File: config.mk
export PLATFORM = sky130hd
export DESIGN_NAME = step_pulse_generator
export DESIGN_NICKNAME = d
export VERILOG_FILES = /design/src/rtl/spg_pkg.sv /design/src/rtl/spg_div.sv /design/src/rtl/step_pulse_generator.sv
export SDC_FILE = /design/constraint.sdc
export NUM_CORES = 1
export LEC_CHECK = 0
export ABC_CLOCK_PERIOD_IN_PS = 9000
export BUFFER_PORTS_ARGS = -buffer_cell sky130_fd_sc_hd__buf_2
export CORE_MARGIN = 2
export CORE_UTILIZATION = 55
export CTS_CLUSTER_SIZE = 20
export DETAILED_ROUTE_END_ITERATION = 12
export GPL_ROUTABILITY_DRIVEN = 0
export PLACE_DENSITY = 0.75
export SETUP_SLACK_MARGIN = 0.15
export SLEW_MARGIN = 20
export SYNTH_ARGS = -nofsm -noshare
export SYNTH_HDL_FRONTEND = slang
export SYNTH_SLANG_ARGS = --single-unit
File: constraint.sdc
create_clock -name clk -period 9 [get_ports clk]
set_input_delay 1.8 -clock clk [delete_from_list [all_inputs] [get_ports clk]]
set_output_delay 1.8 -clock clk [all_outputs]
set_load 0.03 [all_outputs]
File: src/rtl/spg_pkg.sv
// Shared types and constants for the step pulse generator.
package spg_pkg;

	// Timer tick rate that the step period is measured in
	localparam int TIMER_CLOCK_HZ = 1000000;

	// Field widths
	localparam int CMD_W    = 3;
	localparam int FREQ_W   = 20;
	localparam int STEPS_W  = 32;
	localparam int STAT_W   = 2;
	localparam int PERIOD_W = 16;
	localparam int CFG_IDX_W = 1;

	// Period clamp limits in timer ticks
	localparam int PERIOD_MIN = 100;
	localparam int PERIOD_MAX = 65535;

	// Dividend is TIMER_CLOCK_HZ + freq/2 for round-to-nearest
	localparam int DVD_W = $clog2(TIMER_CLOCK_HZ + (2 ** FREQ_W) / 2 + 1);
	localparam int DIV_CNT_W = $clog2(DVD_W);

	// Configuration register indexes
	localparam logic [CFG_IDX_W-1:0] CFG_MIN_FREQ = CFG_IDX_W'(0);
	localparam logic [CFG_IDX_W-1:0] CFG_MAX_FREQ = CFG_IDX_W'(1);

	// Reset values of the frequency limits
	localparam logic [FREQ_W-1:0] MIN_FREQ_RST = FREQ_W'(1);
	localparam logic [FREQ_W-1:0] MAX_FREQ_RST = FREQ_W'(10000);

	typedef enum logic [CMD_W-1:0] {
		CMD_TICK    = 3'd0,
		CMD_COUNTED = 3'd1,
		CMD_CONT    = 3'd2,
		CMD_STOP    = 3'd3,
		CMD_SETDIR  = 3'd4
	} cmd_t;

	typedef enum logic [STAT_W-1:0] {
		STAT_OK   = 2'd0,
		STAT_BUSY = 2'd1,
		STAT_ERR  = 2'd2
	} status_t;

	typedef enum logic {
		ST_IDLE,
		ST_DIV
	} state_t;

endpackage

File: src/rtl/spg_div.sv
// Restoring divider, one quotient bit per cycle, for the step period.
module spg_div (
	input  logic                      clk,
	input  logic                      arst_n,
	input  logic                      start,
	input  logic [spg_pkg::DVD_W-1:0]  dividend,
	input  logic [spg_pkg::FREQ_W-1:0] divisor,
	output logic                      done,
	output logic [spg_pkg::DVD_W-1:0]  quotient
);
	import spg_pkg::*;

	logic                 busy_q;
	logic                 done_q;
	logic [DIV_CNT_W-1:0] cnt_q;
	logic [FREQ_W:0]      rem_q;
	logic [DVD_W-1:0]     dvd_q;
	logic [FREQ_W-1:0]    dsr_q;

	logic [FREQ_W:0]      rem_sh;
	logic                 fits;

	// Shift in the next dividend bit and trial-subtract
	assign rem_sh = {rem_q[FREQ_W-1:0], dvd_q[DVD_W-1]};
	assign fits   = rem_sh >= {1'b0, dsr_q};

	// Sequencer control
	always_ff @(posedge clk or negedge arst_n) begin
		if (!arst_n) begin
			busy_q <= 1'b0;
			done_q <= 1'b0;
			cnt_q  <= '0;
		end else begin
			done_q <= 1'b0;
			if (start) begin
				busy_q <= 1'b1;
				cnt_q  <= DIV_CNT_W'(DVD_W - 1);
			end else if (busy_q) begin
				if (cnt_q == '0) begin
					busy_q <= 1'b0;
					done_q <= 1'b1;
				end else begin
					cnt_q <= cnt_q - 1'b1;
				end
			end
		end
	end

	// Datapath: dividend register fills with quotient bits from the right
	always_ff @(posedge clk) begin
		if (start) begin
			dvd_q <= dividend;
			dsr_q <= divisor;
			rem_q <= '0;
		end else if (busy_q) begin
			rem_q <= fits ? (rem_sh - {1'b0, dsr_q}) : rem_sh;
			dvd_q <= {dvd_q[DVD_W-2:0], fits};
		end
	end

	assign done     = done_q;
	assign quotient = dvd_q;

endmodule

File: src/rtl/step_pulse_generator.sv
// STEP/DIR pulse generator for one stepper axis.
// Each input transaction is a timer tick or a command and yields exactly one
// result transaction. Ticks, stop, set direction, zero-count starts and rejected
// starts do not use the divider: the result is registered on the cycle after
// acceptance. A start that loads a new period runs the shared restoring divider,
// which retires one quotient bit per cycle over the 21-bit dividend; in_ready
// stays low until its result is loaded. A new transaction is taken while a
// result drains if out_ready is high in that cycle.
module step_pulse_generator (
	input  logic                          clk,
	input  logic                          arst_n,
	// configuration writes
	input  logic                          cfg_valid,
	output logic                          cfg_ready,
	input  logic [spg_pkg::CFG_IDX_W-1:0] cfg_index,
	input  logic [spg_pkg::FREQ_W-1:0]    cfg_data,
	// command input
	input  logic                          in_valid,
	output logic                          in_ready,
	input  logic [spg_pkg::CMD_W-1:0]     cmd,
	input  logic [spg_pkg::STEPS_W-1:0]   step_count,
	input  logic [spg_pkg::FREQ_W-1:0]    freq_hz,
	input  logic                          dir_level,
	// result output
	output logic                          out_valid,
	input  logic                          out_ready,
	output logic [spg_pkg::STAT_W-1:0]    status,
	output logic                          busy_flag,
	output logic [spg_pkg::STEPS_W-1:0]   steps_left,
	output logic                          dir_out,
	output logic                          step_out
);
	import spg_pkg::*;

	// Configuration
	logic [FREQ_W-1:0] min_freq_q, max_freq_q;

	// Move state
	logic [STEPS_W-1:0]  remaining_q, remaining_d;
	logic                running_q, running_d;
	logic                endless_q, endless_d;
	logic                direction_q, direction_d;
	logic [PERIOD_W-1:0] period_q, period_d;
	logic [PERIOD_W-1:0] tick_q, tick_d;
	logic [PERIOD_W-1:0] half_q, half_d;

	state_t state_q, state_d;

	// Pending start command held across the division
	cmd_t               pcmd_q;
	logic [STEPS_W-1:0] psteps_q;
	logic               pdir_q;

	// Output register
	logic               out_valid_q;
	status_t            status_q;
	logic               busy_q;
	logic [STEPS_W-1:0] steps_q;
	logic               dir_q;
	logic               step_q;

	logic    accept;
	logic    out_load;
	status_t status_d;
	logic    div_start;
	logic    div_done;
	logic    freq_ok;
	logic [DVD_W-1:0]    dividend;
	logic [DVD_W-1:0]    quot;
	logic [PERIOD_W-1:0] period_new;

	// Tick update values
	logic [PERIOD_W-1:0] tk_dec;
	logic [STEPS_W-1:0]  tk_rem;

	assign cfg_ready = 1'b1;
	assign in_ready  = (state_q == ST_IDLE) && (!out_valid_q || out_ready);
	assign accept    = in_valid && in_ready;
	assign freq_ok   = (freq_hz >= min_freq_q) && (freq_hz <= max_freq_q);

	// Rounded period: (clock + f/2) / f
	assign dividend = DVD_W'(TIMER_CLOCK_HZ) + DVD_W'(freq_hz >> 1);

	spg_div u_div (
		.clk      (clk),
		.arst_n   (arst_n),
		.start    (div_start),
		.dividend (dividend),
		.divisor  (freq_hz),
		.done     (div_done),
		.quotient (quot)
	);

	// Clamp the quotient to the legal period range
	always_comb begin
		if (quot > DVD_W'(PERIOD_MAX)) begin
			period_new = PERIOD_W'(PERIOD_MAX);
		end else if (quot < DVD_W'(PERIOD_MIN)) begin
			period_new = PERIOD_W'(PERIOD_MIN);
		end else begin
			period_new = quot[PERIOD_W-1:0];
		end
	end

	assign tk_dec = tick_q - 1'b1;
	assign tk_rem = (remaining_q != '0) ? (remaining_q - 1'b1) : '0;

	// Next state and result
	always_comb begin
		state_d     = state_q;
		remaining_d = remaining_q;
		running_d   = running_q;
		endless_d   = endless_q;
		direction_d = direction_q;
		period_d    = period_q;
		tick_d      = tick_q;
		half_d      = half_q;
		status_d    = STAT_OK;
		out_load    = 1'b0;
		div_start   = 1'b0;
		case (state_q)
			ST_IDLE: begin
				if (accept) begin
					out_load = 1'b1;
					case (cmd_t'(cmd))
						CMD_TICK: begin
							if (running_q) begin
								if (tick_q == '0) begin
									tick_d = period_q - 1'b1;
								end else begin
									tick_d = tk_dec;
									if (tk_dec == '0 && !endless_q) begin
										remaining_d = tk_rem;
										if (tk_rem == '0) begin
											running_d = 1'b0;
											endless_d = 1'b0;
										end
									end
								end
							end
						end
						CMD_COUNTED: begin
							if (!freq_ok) begin
								status_d = STAT_ERR;
							end else if (step_count == '0) begin
								remaining_d = '0;
								running_d   = 1'b0;
								endless_d   = 1'b0;
								tick_d      = '0;
							end else if (running_q) begin
								status_d = STAT_BUSY;
							end else begin
								out_load  = 1'b0;
								div_start = 1'b1;
								state_d   = ST_DIV;
							end
						end
						CMD_CONT: begin
							if (!freq_ok) begin
								status_d = STAT_ERR;
							end else begin
								out_load  = 1'b0;
								div_start = 1'b1;
								state_d   = ST_DIV;
							end
						end
						CMD_STOP: begin
							remaining_d = '0;
							running_d   = 1'b0;
							endless_d   = 1'b0;
							tick_d      = '0;
						end
						CMD_SETDIR: begin
							if (running_q) begin
								status_d = STAT_BUSY;
							end else begin
								direction_d = dir_level;
							end
						end
						default: begin
							status_d = STAT_ERR;
						end
					endcase
				end
			end
			ST_DIV: begin
				if (div_done) begin
					out_load  = 1'b1;
					state_d   = ST_IDLE;
					period_d  = period_new;
					half_d    = period_new >> 1;
					tick_d    = period_new - 1'b1;
					running_d = 1'b1;
					if (pcmd_q == CMD_CONT) begin
						direction_d = pdir_q;
						remaining_d = '1;
						endless_d   = 1'b1;
					end else begin
						remaining_d = psteps_q;
						endless_d   = 1'b0;
					end
				end
			end
			default: begin
				state_d = ST_IDLE;
			end
		endcase
	end

	// Control and move state
	always_ff @(posedge clk or negedge arst_n) begin
		if (!arst_n) begin
			state_q     <= ST_IDLE;
			min_freq_q  <= MIN_FREQ_RST;
			max_freq_q  <= MAX_FREQ_RST;
			remaining_q <= '0;
			running_q   <= 1'b0;
			endless_q   <= 1'b0;
			direction_q <= 1'b0;
			period_q    <= '0;
			tick_q      <= '0;
			half_q      <= '0;
			out_valid_q <= 1'b0;
		end else begin
			state_q     <= state_d;
			remaining_q <= remaining_d;
			running_q   <= running_d;
			endless_q   <= endless_d;
			direction_q <= direction_d;
			period_q    <= period_d;
			tick_q      <= tick_d;
			half_q      <= half_d;
			if (cfg_valid && cfg_ready) begin
				case (cfg_index)
					CFG_MIN_FREQ: min_freq_q <= cfg_data;
					CFG_MAX_FREQ: max_freq_q <= cfg_data;
					default: ;
				endcase
			end
			if (out_load) begin
				out_valid_q <= 1'b1;
			end else if (out_ready) begin
				out_valid_q <= 1'b0;
			end
		end
	end

	// Pending start fields
	always_ff @(posedge clk) begin
		if (accept) begin
			pcmd_q   <= cmd_t'(cmd);
			psteps_q <= step_count;
			pdir_q   <= dir_level;
		end
	end

	// Result payload
	always_ff @(posedge clk) begin
		if (out_load) begin
			status_q <= status_d;
			busy_q   <= running_d;
			steps_q  <= remaining_d;
			dir_q    <= direction_d;
			step_q   <= running_d && (tick_d < half_d);
		end
	end

	assign out_valid  = out_valid_q;
	assign status     = status_q;
	assign busy_flag  = busy_q;
	assign steps_left = steps_q;
	assign dir_out    = dir_q;
	assign step_out   = step_q;

endmodule
==> flow_summary_export.csv, run 1 <==
group,metric,value,unit
cts,cts_tree,"yes",
sta,fin_crit,5670,ps
sta,hold_violations,0,
setup_path,slowest_stage,"a2111o_1",
power_and_ir_drop,sequentialPowerShare,0.384,
die,die_y,172,um
die,die_x,172,um
logic_synthesis,ys.flop_type,"dfrtp_1",
grt,met3_usage,0.0430,
sta,rsz0062_at_grt,"no",
route,drc_errors,0,
die,core-area,27900,um2
setup_path,path_buf_inv,2,
setup_path,cp_max_fo,49,
final_layout,final_nets,1827,
cts,cts_resized,0,
grt,grt_max_degree,73,
grt,grt_pass1_vias,12100,
sta,setup_violations,0,
grt,grt_most_used_layer,"met2",
route,wl,41.9,mm
setup_path,path_delay_family,"compound AO/OA/AOI/OAI gates",
die,dieArea,29700,um2
grt,grtUsageTotal,0.284,
logic_synthesis,synth_area,15600,um2
final_layout,antenna_cells,0,
outcome,outcome,"finished clean",
final_layout,synthToLayoutAreaGrowth,12.0,%
setup_path,critical_path_class,"in2reg",
power_and_ir_drop,switching_share,0.397,
die,io_pins,122,
route,avgViaCountPerCell,6.39,
power_and_ir_drop,power_density,290,nW/um2
setup_path,critPathLaunchType,"input port",
final_layout,drive_above_1_share,0.154,
power_and_ir_drop,p_comb_frac,0.366,
die,initial_core_util,0.559,
logic_synthesis,synth_area_per_cell,9.81,um2
sta,slew_headroom,0.216,
logic_synthesis,ys_ff_latch,266,
route,dr.first_iter.drc_count,1412,
sta,setup_tns,0,ps
placement,port_buffers,120,
final_layout,layout_commonest_cell,"nor2_1",
route,wl_per_cell,20.3,um
logic_synthesis,synth.top_cell.area_share,0.220,
cts,postCtsHoldBufs,0,
cts,cts_num_sinks,266,
power_and_ir_drop,ir_drop,176,uV
logic_synthesis,synth.net_count,1754,
sta,slew_viol_final,0,
cts,cts_setup_buffers,0,
grt,grt.met1_usage,0.420,
power_and_ir_drop,leakage,6.94,nW
cts,clock_path_buffers,3,
power_and_ir_drop,p_clk_frac,0.250,
sta,hold_ws,486,ps
cts,cts_buffers,29,
logic_synthesis,synth-edff-count,114,
setup_path,arrival,5970,ps
logic_synthesis,synth.area.top_cells,"edfxtp_1, dfrtp_1, ha_1",
power_and_ir_drop,p_int,3.05,mW
grt,met2_usage,0.435,
sta,period_share,0.630,
route,final_antenna_net_count,0,
cts,htreeDepth,1,
route,drtPass1Iterations,5,
final_layout,most-common-layout-cells,"nor2_1, dfrtp_1, buf_2, edfxtp_1, nand2_1",
setup_path,cp_data_required_time,9300,ps
logic_synthesis,netlist_instances,1588,
sta,skew,10.8,ps
logic_synthesis,synth_cell_type_count,87,
placement,place_area,16400,um2
cts,clock_latency,560,ps
logic_synthesis,yosysWarningCount,0,
logic_synthesis,synth_top_cell_by_area,"edfxtp_1",
worst_hold_path,min_path_type,"reg2reg",
final_layout,finalInstanceArea,17500,um2
route,vias,13200,
sta,tightest_slew,1180,ps
setup_path,path_cells,"buf_2 -> ha_1 -> a21oi_1 -> o21ai_0 -> a221o_1 -> a2111o_1 -> and3_1 -> or3_1 -> buf_4 -> a2bb2oi_1 -> o21ai_0 -> ha_1 -> a21o_1 -> a21o_1 -> a21oi_1 -> a211oi_1 -> nand4_1 -> a41oi_1 -> nor4_2",
setup_path,cp-end-kind,"flip-flop",
logic_synthesis,yosysSeqAreaShare,0.458,
grt,overflow,0,
placement,place_hpwl,29.8,mm
cts,clockRootBuffer,"clkbuf_16",
flow_run,cap_violations,0,
setup_path,cpPeakStageDelay,450,ps
sta,max_clock_freq,0.176,GHz
die,row_count,61,
grt,antenna_found_initial,1,
power_and_ir_drop,p_sw,2.01,mW
cts,cts.clk_slew.worst_paths,60,ps
grt,grt_pass1_wl,66.2,mm
logic_synthesis,synthArstFlopShare,0.496,
==> state kept, by name, summed over array words and instances (netlist names), 5 cells and up <==
name and cells:
psteps_q 32, remaining_q 32, steps_left 32, u_div.quotient 21
max_freq_q 20, min_freq_q 20, u_div.dsr_q 20, u_div.rem_q 20
half_q 16, period_q 16, tick_q 16, u_div.cnt_q 5
==> cells in the mapped netlist (8+ instances only) <==
| library cell | number |
|---|---|
| nor2_1 | 131 |
| dfrtp_1 | 126 |
| edfxtp_1 | 114 |
| nand2_1 | 110 |
| inv_1 | 97 |
| ha_1 | 83 |
| a21oi_1 | 80 |
| o21ai_0 | 79 |
| clkbuf_1 | 76 |
| nor3_1 | 49 |
| xnor2_1 | 39 |
| mux2_2 | 38 |
| nand3_1 | 37 |
| nand4_1 | 34 |
| nor4_1 | 29 |
| o221ai_1 | 28 |
| a211oi_1 | 25 |
| xor2_1 | 25 |
| or3_1 | 24 |
| dfxtp_1 | 20 |
| a21o_1 | 19 |
| nor2b_1 | 19 |
| o311ai_0 | 16 |
| o211ai_1 | 15 |
| mux2i_1 | 14 |
| o21a_1 | 14 |
| o22ai_1 | 14 |
| a31oi_1 | 12 |
| nand2b_1 | 12 |
| and3_1 | 11 |
| nor3b_1 | 11 |
| a22oi_1 | 10 |
| and2_1 | 10 |
| o311ai_1 | 10 |
| a221oi_1 | 9 |
| o22a_1 | 9 |
| or4_1 | 9 |
| buf_2 | 8 |
| o31a_1 | 8 |
==> worst reg2reg max path: cells and delay by family, from the launching register on <==
kind	cells	cell delay (ps)
xor gates and xnor gates	1	190
AOI/OAI and AO/OA	6	1590
and+or+nand+nor	9	2490
DFF	1	500
adders and majority gates	2	610
==> final cells by class <==
cell class | count | area, um2
Multi-Input combinational cell | 1130 | 7730
Clock inverter | 21 | 269
Inverter | 98 | 368
Sequential cell | 266 | 7140
Tap cell | 378 | 473
Fill cell | 2230 | 10400
Clock buffer | 33 | 751
Timing Repair Buffer | 136 | 727
==> power by group through the flow <==
| stage | Sequential, mW | Clock [mW] | Combinational [mW] |
|---|---|---|---|
| after detailed placement | 1.94 | 0 | 1.81 |
| after CTS | 1.93 | 1.27 | 1.82 |
| after global placement | 1.93 | 0 | 1.77 |
| final | 1.94 | 1.26 | 1.85 |
| after global routing | 1.97 | 1.32 | 2.04 |
| after floorplan | 1.88 | 0 | 1.37 |
==> stage by stage <==
| stage | std cells | util | worst slack, ps | total power, mW |
|---|---|---|---|---|
| final | 2062 | 0.626 | 3330 | 5.06 |
| after global routing | 2062 | 0.626 | 2930 | 5.34 |
| after CTS | 2062 | 0.626 | 3410 | 5.02 |
| after detailed placement | 2008 | 0.590 | 2850 | 3.75 |
| after global placement | 2008 | 0.590 | 3000 | 3.70 |
| after floorplan | 1588 | - | 2740 | 3.25 |
==> final timing paths <==
kind	from	endpoint	slack (ps)	cells past startpoint
worst min-delay path	u_div.rem_q[19]	u_div.rem_q[19]	490	2
worst max register to register	u_div.quotient[10]	step_out	3350	18
min in group asynchronous	arst_n	period_q[8]	1230	1
max in group asynchronous	arst_n	remaining_q[12]	6370	2
worst min register to register	u_div.rem_q[19]	u_div.rem_q[19]	490	2
worst max-delay path	freq_hz[7]	step_out	3330	19
==> logic make-up after synthesis <==
group | synth area share
adders and majority gates | 0.0679
muxes | 0.0365
DFF | 0.458
xor gates and xnor gates | 0.0360
and+or+nand+nor | 0.175
other | 0.000241
AOI/OAI and AO/OA | 0.178
buffers and inverters | 0.0477
==> metal layers <==
metal  vias to the layer above  wire length [um]
li1                       6100                 -
met2                       704             18500
met4                         2              1070
met3                        84              3710
met1                      6290             18600
met5                         -                12
Power figures use the tool's default switching activity.
==> inputs of run 2 (changes only) <==
- ABC_AREA: unset -> 1
- ABC_CLOCK_PERIOD_IN_PS: 9000 -> 5500
- clock period: 9 -> 5.5 ns (I/O delays scaled with it)
==> flow_summary_export.csv, run 2 <==
group,metric,value,unit
sta,slew_headroom,0.287,
cts,cts_resized,0,
die,die_y,175,um
power_and_ir_drop,power_density,486,nW/um2
logic_synthesis,synth.area.top_cells,"edfxtp_1, dfrtp_1, nand2_1",
sta,skew,22.1,ps
grt,antenna_found_initial,5,
final_layout,nFillCells,2499,
sta,hold_violations,0,
sta,slew_viol_final,0,
logic_synthesis,yosysSeqAreaShare,0.443,
worst_hold_path,min_path_type,"in2async",
logic_synthesis,synth_top_cell_by_area,"edfxtp_1",
logic_synthesis,synth.net_count,2208,
cts,cts_num_sinks,266,
route,wl,45.1,mm
grt,grt_pass1_vias,13600,
logic_synthesis,netlist_top_cells_count,"nand2_1, inv_1, nor2_1, o21ai_0, dfrtp_1",
logic_synthesis,synth_cell_type_count,57,
cts,cts.clk_slew.worst_paths,70,ps
final_layout,synthToLayoutAreaGrowth,12.2,%
placement,port_buffers,120,
logic_synthesis,netlist_instances,2042,
cts,cts_setup_buffers,0,
power_and_ir_drop,ir_drop,319,uV
cts,htreeDepth,1,
die,row_count,62,
logic_synthesis,synth.top_cell.area_share,0.213,
die,initial_core_util,0.559,
sta,setup_tns,0,ps
route,dr.first_iter.drc_count,1783,
cts,clock_path_buffers,3,
setup_path,critPathLaunchType,"flip-flop",
route,final_antenna_net_count,0,
grt,overflow,0,
route,drtPass1Iterations,5,
setup_path,cp_common_cell,"nor2_1",
logic_synthesis,yosysMostFrequentCell,"nand2_1",
route,vias,14600,
logic_synthesis,ys.flop_type,"dfrtp_1",
logic_synthesis,synth-edff-count,114,
logic_synthesis,synthArstFlopShare,0.496,
setup_path,slowest_stage,"edfxtp_1",
sta,rsz0062_at_grt,"no",
sta,setup_violations,0,
final_layout,most-common-layout-cells,"nand2_1, inv_1, nor2_1, o21ai_0, dfrtp_1",
power_and_ir_drop,leakage,8.33,nW
setup_path,cp_data_required_time,5900,ps
setup_path,path_cells,"nor2_1 -> nand2_1 -> nor2_1 -> inv_1 -> o21ai_0 -> ha_1 -> inv_1 -> nor2_1 -> nand2_1 -> nor2_1 -> nand2_1 -> nor2_1 -> nand3_1 -> nand3_1 -> o221ai_1 -> a21oi_1 -> ha_1 -> nand4_1 -> o221a_2 -> nand3_1 -> a21oi_1",
setup_path,arrival,4900,ps
sta,hold_ws,435,ps
final_layout,drive_above_1_share,0.110,
route,wl_per_cell,17.7,um
flow_run,cap_violations,0,
setup_path,cpPeakStageDelay,510,ps
grt,grt_pass1_wl,71.5,mm
cts,cts_tree,"yes",
die,core-area,28800,um2
cts,postCtsHoldBufs,0,
outcome,outcome,"finished clean",
setup_path,critical_path_class,"reg2reg",
die,dieArea,30700,um2
sta,max_clock_freq,0.222,GHz
logic_synthesis,synth_area_per_cell,7.88,um2
logic_synthesis,yosysWarningCount,0,
cts,cts_buffers,28,
sta,tightest_slew,1070,ps
setup_path,rrSetupSlack,1000,ps
route,avgViaCountPerCell,5.72,
route,drc_errors,0,
sta,period_share,0.818,
logic_synthesis,synth_area,16100,um2
setup_path,cp_max_fo,15,
setup_path,cp-end-kind,"flip-flop",
sta,fin_crit,4500,ps
grt,grtUsageTotal,0.292,
cts,clock_latency,570,ps
grt,grt_max_degree,58,
final_layout,final_nets,2312,
final_layout,layout_commonest_cell,"nand2_1",
cts,clockRootBuffer,"clkbuf_16",
placement,place_hpwl,33.5,mm
logic_synthesis,ys_ff_latch,266,
die,io_pins,122,
die,die_x,175,um
run 2: final timing paths:
path / from / to / cells past startpoint
min in group clk: u_div.rem_q[12] / u_div.rem_q[12] / 2
worst max-delay path: u_div.quotient[20] / step_out / 21
worst min register to register: u_div.rem_q[12] / u_div.rem_q[12] / 2
worst max register to register: u_div.quotient[20] / step_out / 21
max in group asynchronous: arst_n / max_freq_q[2] / 2
worst min-delay path: arst_n / tick_q[11] / 1
run 2: worst max-delay path, delay by kind of cell (launching register included):
kind            cells  cell delay (ps)
compound gates      5             1120
fa+ha+maj           2              530
buf+inv             2              270
flops               1              510
simple gates       12             1900
run 2: layer usage:
metal  GRT usage  part of all wire
met5           0           0.00024
met4       0.111             0.044
met3      0.0622             0.087
met2       0.463              0.46
met1       0.395              0.41
run 2: cell type report:
cell class / instances / area [um2] / share of cell area
Clock inverter: 15 / 189 / 0.0105
Clock buffer: 37 / 785 / 0.0434
Inverter: 267 / 1000 / 0.0555
Timing Repair Buffer: 138 / 742 / 0.0411
Multi-Input combinational cell: 1445 / 7720 / 0.427
Sequential cell: 266 / 7130 / 0.395
Antenna cell: 4 / 10.0 / 0.000554
Tap cell: 384 / 480 / 0.0266
run 2: cell families after synthesis:
logic type | synth area share
simple gates | 0.235
compound gates | 0.149
flops | 0.443
xor+xnor | 0.0282
fa+ha+maj | 0.0657
other cells | 0.000233
buf+inv | 0.0790
run 2: per-stage QoR:
step	instance area (um2)	utilization	setup WS [ps]	power, mW	cells
after floorplan	16100	-	859	5.70	2042
after global placement	17100	0.593	1120	6.63	2500
after detailed placement	17100	0.593	957	6.73	2500
after CTS	18000	0.627	1160	8.73	2552
after global routing	18100	0.627	703	9.38	2554
final	18100	0.628	1000	8.77	2556
run 2: where the power goes:
group          internal [mW]  switching, mW  leakage, nW
clock                   1.15          0.821        0.470
sequential              2.66          0.476         2.79
combinational           1.19           2.48         5.07
==> inputs of run 3 (changes only) <==
- ABC_AREA: 1 -> 0
- ABC_CLOCK_PERIOD_IN_PS: 5500 -> 4000
- PLACE_DENSITY: 0.75 -> 0.78
- clock period: 5.5 -> 4 ns (I/O delays scaled with it)
==> flow_summary_export.csv, run 3 (synthesis gave the netlist of run 1 again) <==
group,metric,value,unit
final_layout,final_nets,1957,
final_layout,drive_above_1_share,0.237,
final_layout,finalInstanceArea,18900,um2
cts,cts_buffers,30,
sta,setup_tns,-515,ps
setup_path,cp_max_fo,4,
die,dieArea,29700,um2
setup_path,cp-startpoint,"u_div.quotient[11]",
cts,cts_tree,"yes",
grt,antenna_found_initial,2,
setup_path,rrSetupSlack,-520,ps
setup_path,critPathLaunchType,"flip-flop",
route,avgViaCountPerCell,6.50,
power_and_ir_drop,switching_share,0.404,
placement,port_buffers,120,
sta,rsz0062_at_grt,"yes",
cts,clock_path_buffers,3,
cts,cts.clk_slew.worst_paths,70,ps
sta,setup_violations,1,
die,core-area,27900,um2
sta,skew,39.3,ps
setup_path,cp-end-kind,"flip-flop",
worst_hold_path,min_path_type,"in2async",
grt,overflow,0,
setup_path,r2r-start,"u_div.quotient[11]",
setup_path,arrival,4820,ps
power_and_ir_drop,sequentialPowerShare,0.367,
sta,period_share,1.13,
die,initial_core_util,0.559,
die,io_pins,122,
grt,grt_max_degree,83,
cts,clock_latency,590,ps
power_and_ir_drop,power_density,630,nW/um2
final_layout,nFillCells,2022,
grt,grt_pass1_wl,72.3,mm
final_layout,synthToLayoutAreaGrowth,21.3,%
die,die_x,172,um
final_layout,layout_commonest_cell,"nor2_1",
placement,place_area,17400,um2
route,drtPass1Iterations,9,
sta,max_clock_freq,0.221,GHz
route,drc_errors,0,
route,vias,14300,
route,wl_per_cell,21.8,um
route,final_antenna_net_count,0,
die,die_y,172,um
cts,cts_num_sinks,266,
die,row_count,61,
sta,hold_violations,0,
setup_path,cp_data_required_time,4310,ps
sta,fin_crit,4520,ps
power_and_ir_drop,p_sw,4.81,mW
setup_path,reg2reg_to,"step_out",
outcome,failed_checks,"negative setup slack",
power_and_ir_drop,power,11.9,mW
power_and_ir_drop,p_comb_frac,0.391,
cts,clockRootBuffer,"clkbuf_16",
placement,pre_cts_ws,-724,ps
final_layout,most-common-layout-cells,"nor2_1, dfrtp_1, buf_2, buf_4, edfxtp_1",
power_and_ir_drop,ir_drop,469,uV
route,dr.first_iter.drc_count,2154,
cts,htreeDepth,1,
grt,grtUsageTotal,0.313,
sta,slew_headroom,0.290,
placement,place_hpwl,33.3,mm
power_and_ir_drop,p_clk_frac,0.242,
outcome,outcome,"finished, violations left",
cts,postCtsHoldBufs,0,
setup_path,critPathCapture,"step_out",
route,wl,47.8,mm
power_and_ir_drop,p_int,7.11,mW
power_and_ir_drop,leakage,7.70,nW
sta,tightest_slew,1070,ps
grt,grt_pass1_vias,13500,
final_layout,antenna_cells,0,
setup_path,critical_path_class,"reg2reg",
sta,slew_viol_final,0,
flow_run,cap_violations,0,
setup_path,reg2reg_depth,19,
sta,setup_slack,-515,ps
-- run 3: power groups by stage --
stage          Clock (mW)  Sequential [mW]  Combinational [mW]
2_1_floorplan           0             4.23                3.11
3_3_place_gp            0             4.31                4.23
3_5_place_dp            0             4.33                4.38
4_1_cts              2.89             4.31                4.45
5_1_grt              3.00             4.43                5.05
6_report             2.88             4.38                4.66
-- run 3: worst min path at each step --
stage          depth (start not counted)             end        from
2_1_floorplan                          2      half_q[15]  half_q[15]
3_3_place_gp                           2      half_q[15]  half_q[15]
3_5_place_dp                           2      half_q[15]  half_q[15]
4_1_cts                                1     period_q[1]      arst_n
5_1_grt                                1  u_div.cnt_q[3]      arst_n
6_report                               1  u_div.cnt_q[3]      arst_n
-- run 3: worst max-delay path: stages (launching register included) --
cell and delay (ps):
edfxtp_1 390, or4_4 580, nor3_4 240, o21ai_2 120, a21oi_2 210, ha_2 230, nand3b_1 140, or3_1 350
nor3_2 120, buf_4 160, nand3b_1 100, xor2_1 170, a31oi_1 120, a2bb2oi_2 190, ha_1 290, nand4_1 170
a211oi_2 270, nand4_1 150, a41oi_2 220, nor4_2 50
-- run 3: layout make-up --
class                   count  area, um2  area share
clock buffers              38        801      0.0424
flip-flops and latches    266       7140       0.377
well taps                 378        473      0.0250
repair buffers            265       1870      0.0990
inverters                  98        368      0.0195
clock inverters            18        240      0.0127
multi-input cells        1130       8020       0.424
-- run 3: what timing repair did --
action	in CTS	in global routing
pin swaps	22	10
gates resized for setup	18	48
buffers inserted	29	4
setup endpoints to repair	6	17
-- run 3: stage by stage --
step,hold WS (ps),util,cells
floorplan,432,-,1588
global placement,457,0.623,2104
detailed placement,475,0.623,2104
CTS,331,0.671,2189
global route,356,0.679,2193
finish,297,0.679,2193
-- run 3: metal layers --
| metal | vias up | routed length (um) | GRT usage |
|---|---|---|---|
| li1 | 6355 | - | - |
| met1 | 6792 | 19300 | 0.428 |
| met2 | 928 | 21100 | 0.482 |
| met3 | 181 | 5590 | 0.0879 |
| met4 | 2 | 1790 | 0.102 |
| met5 | - | 13 | 0 |
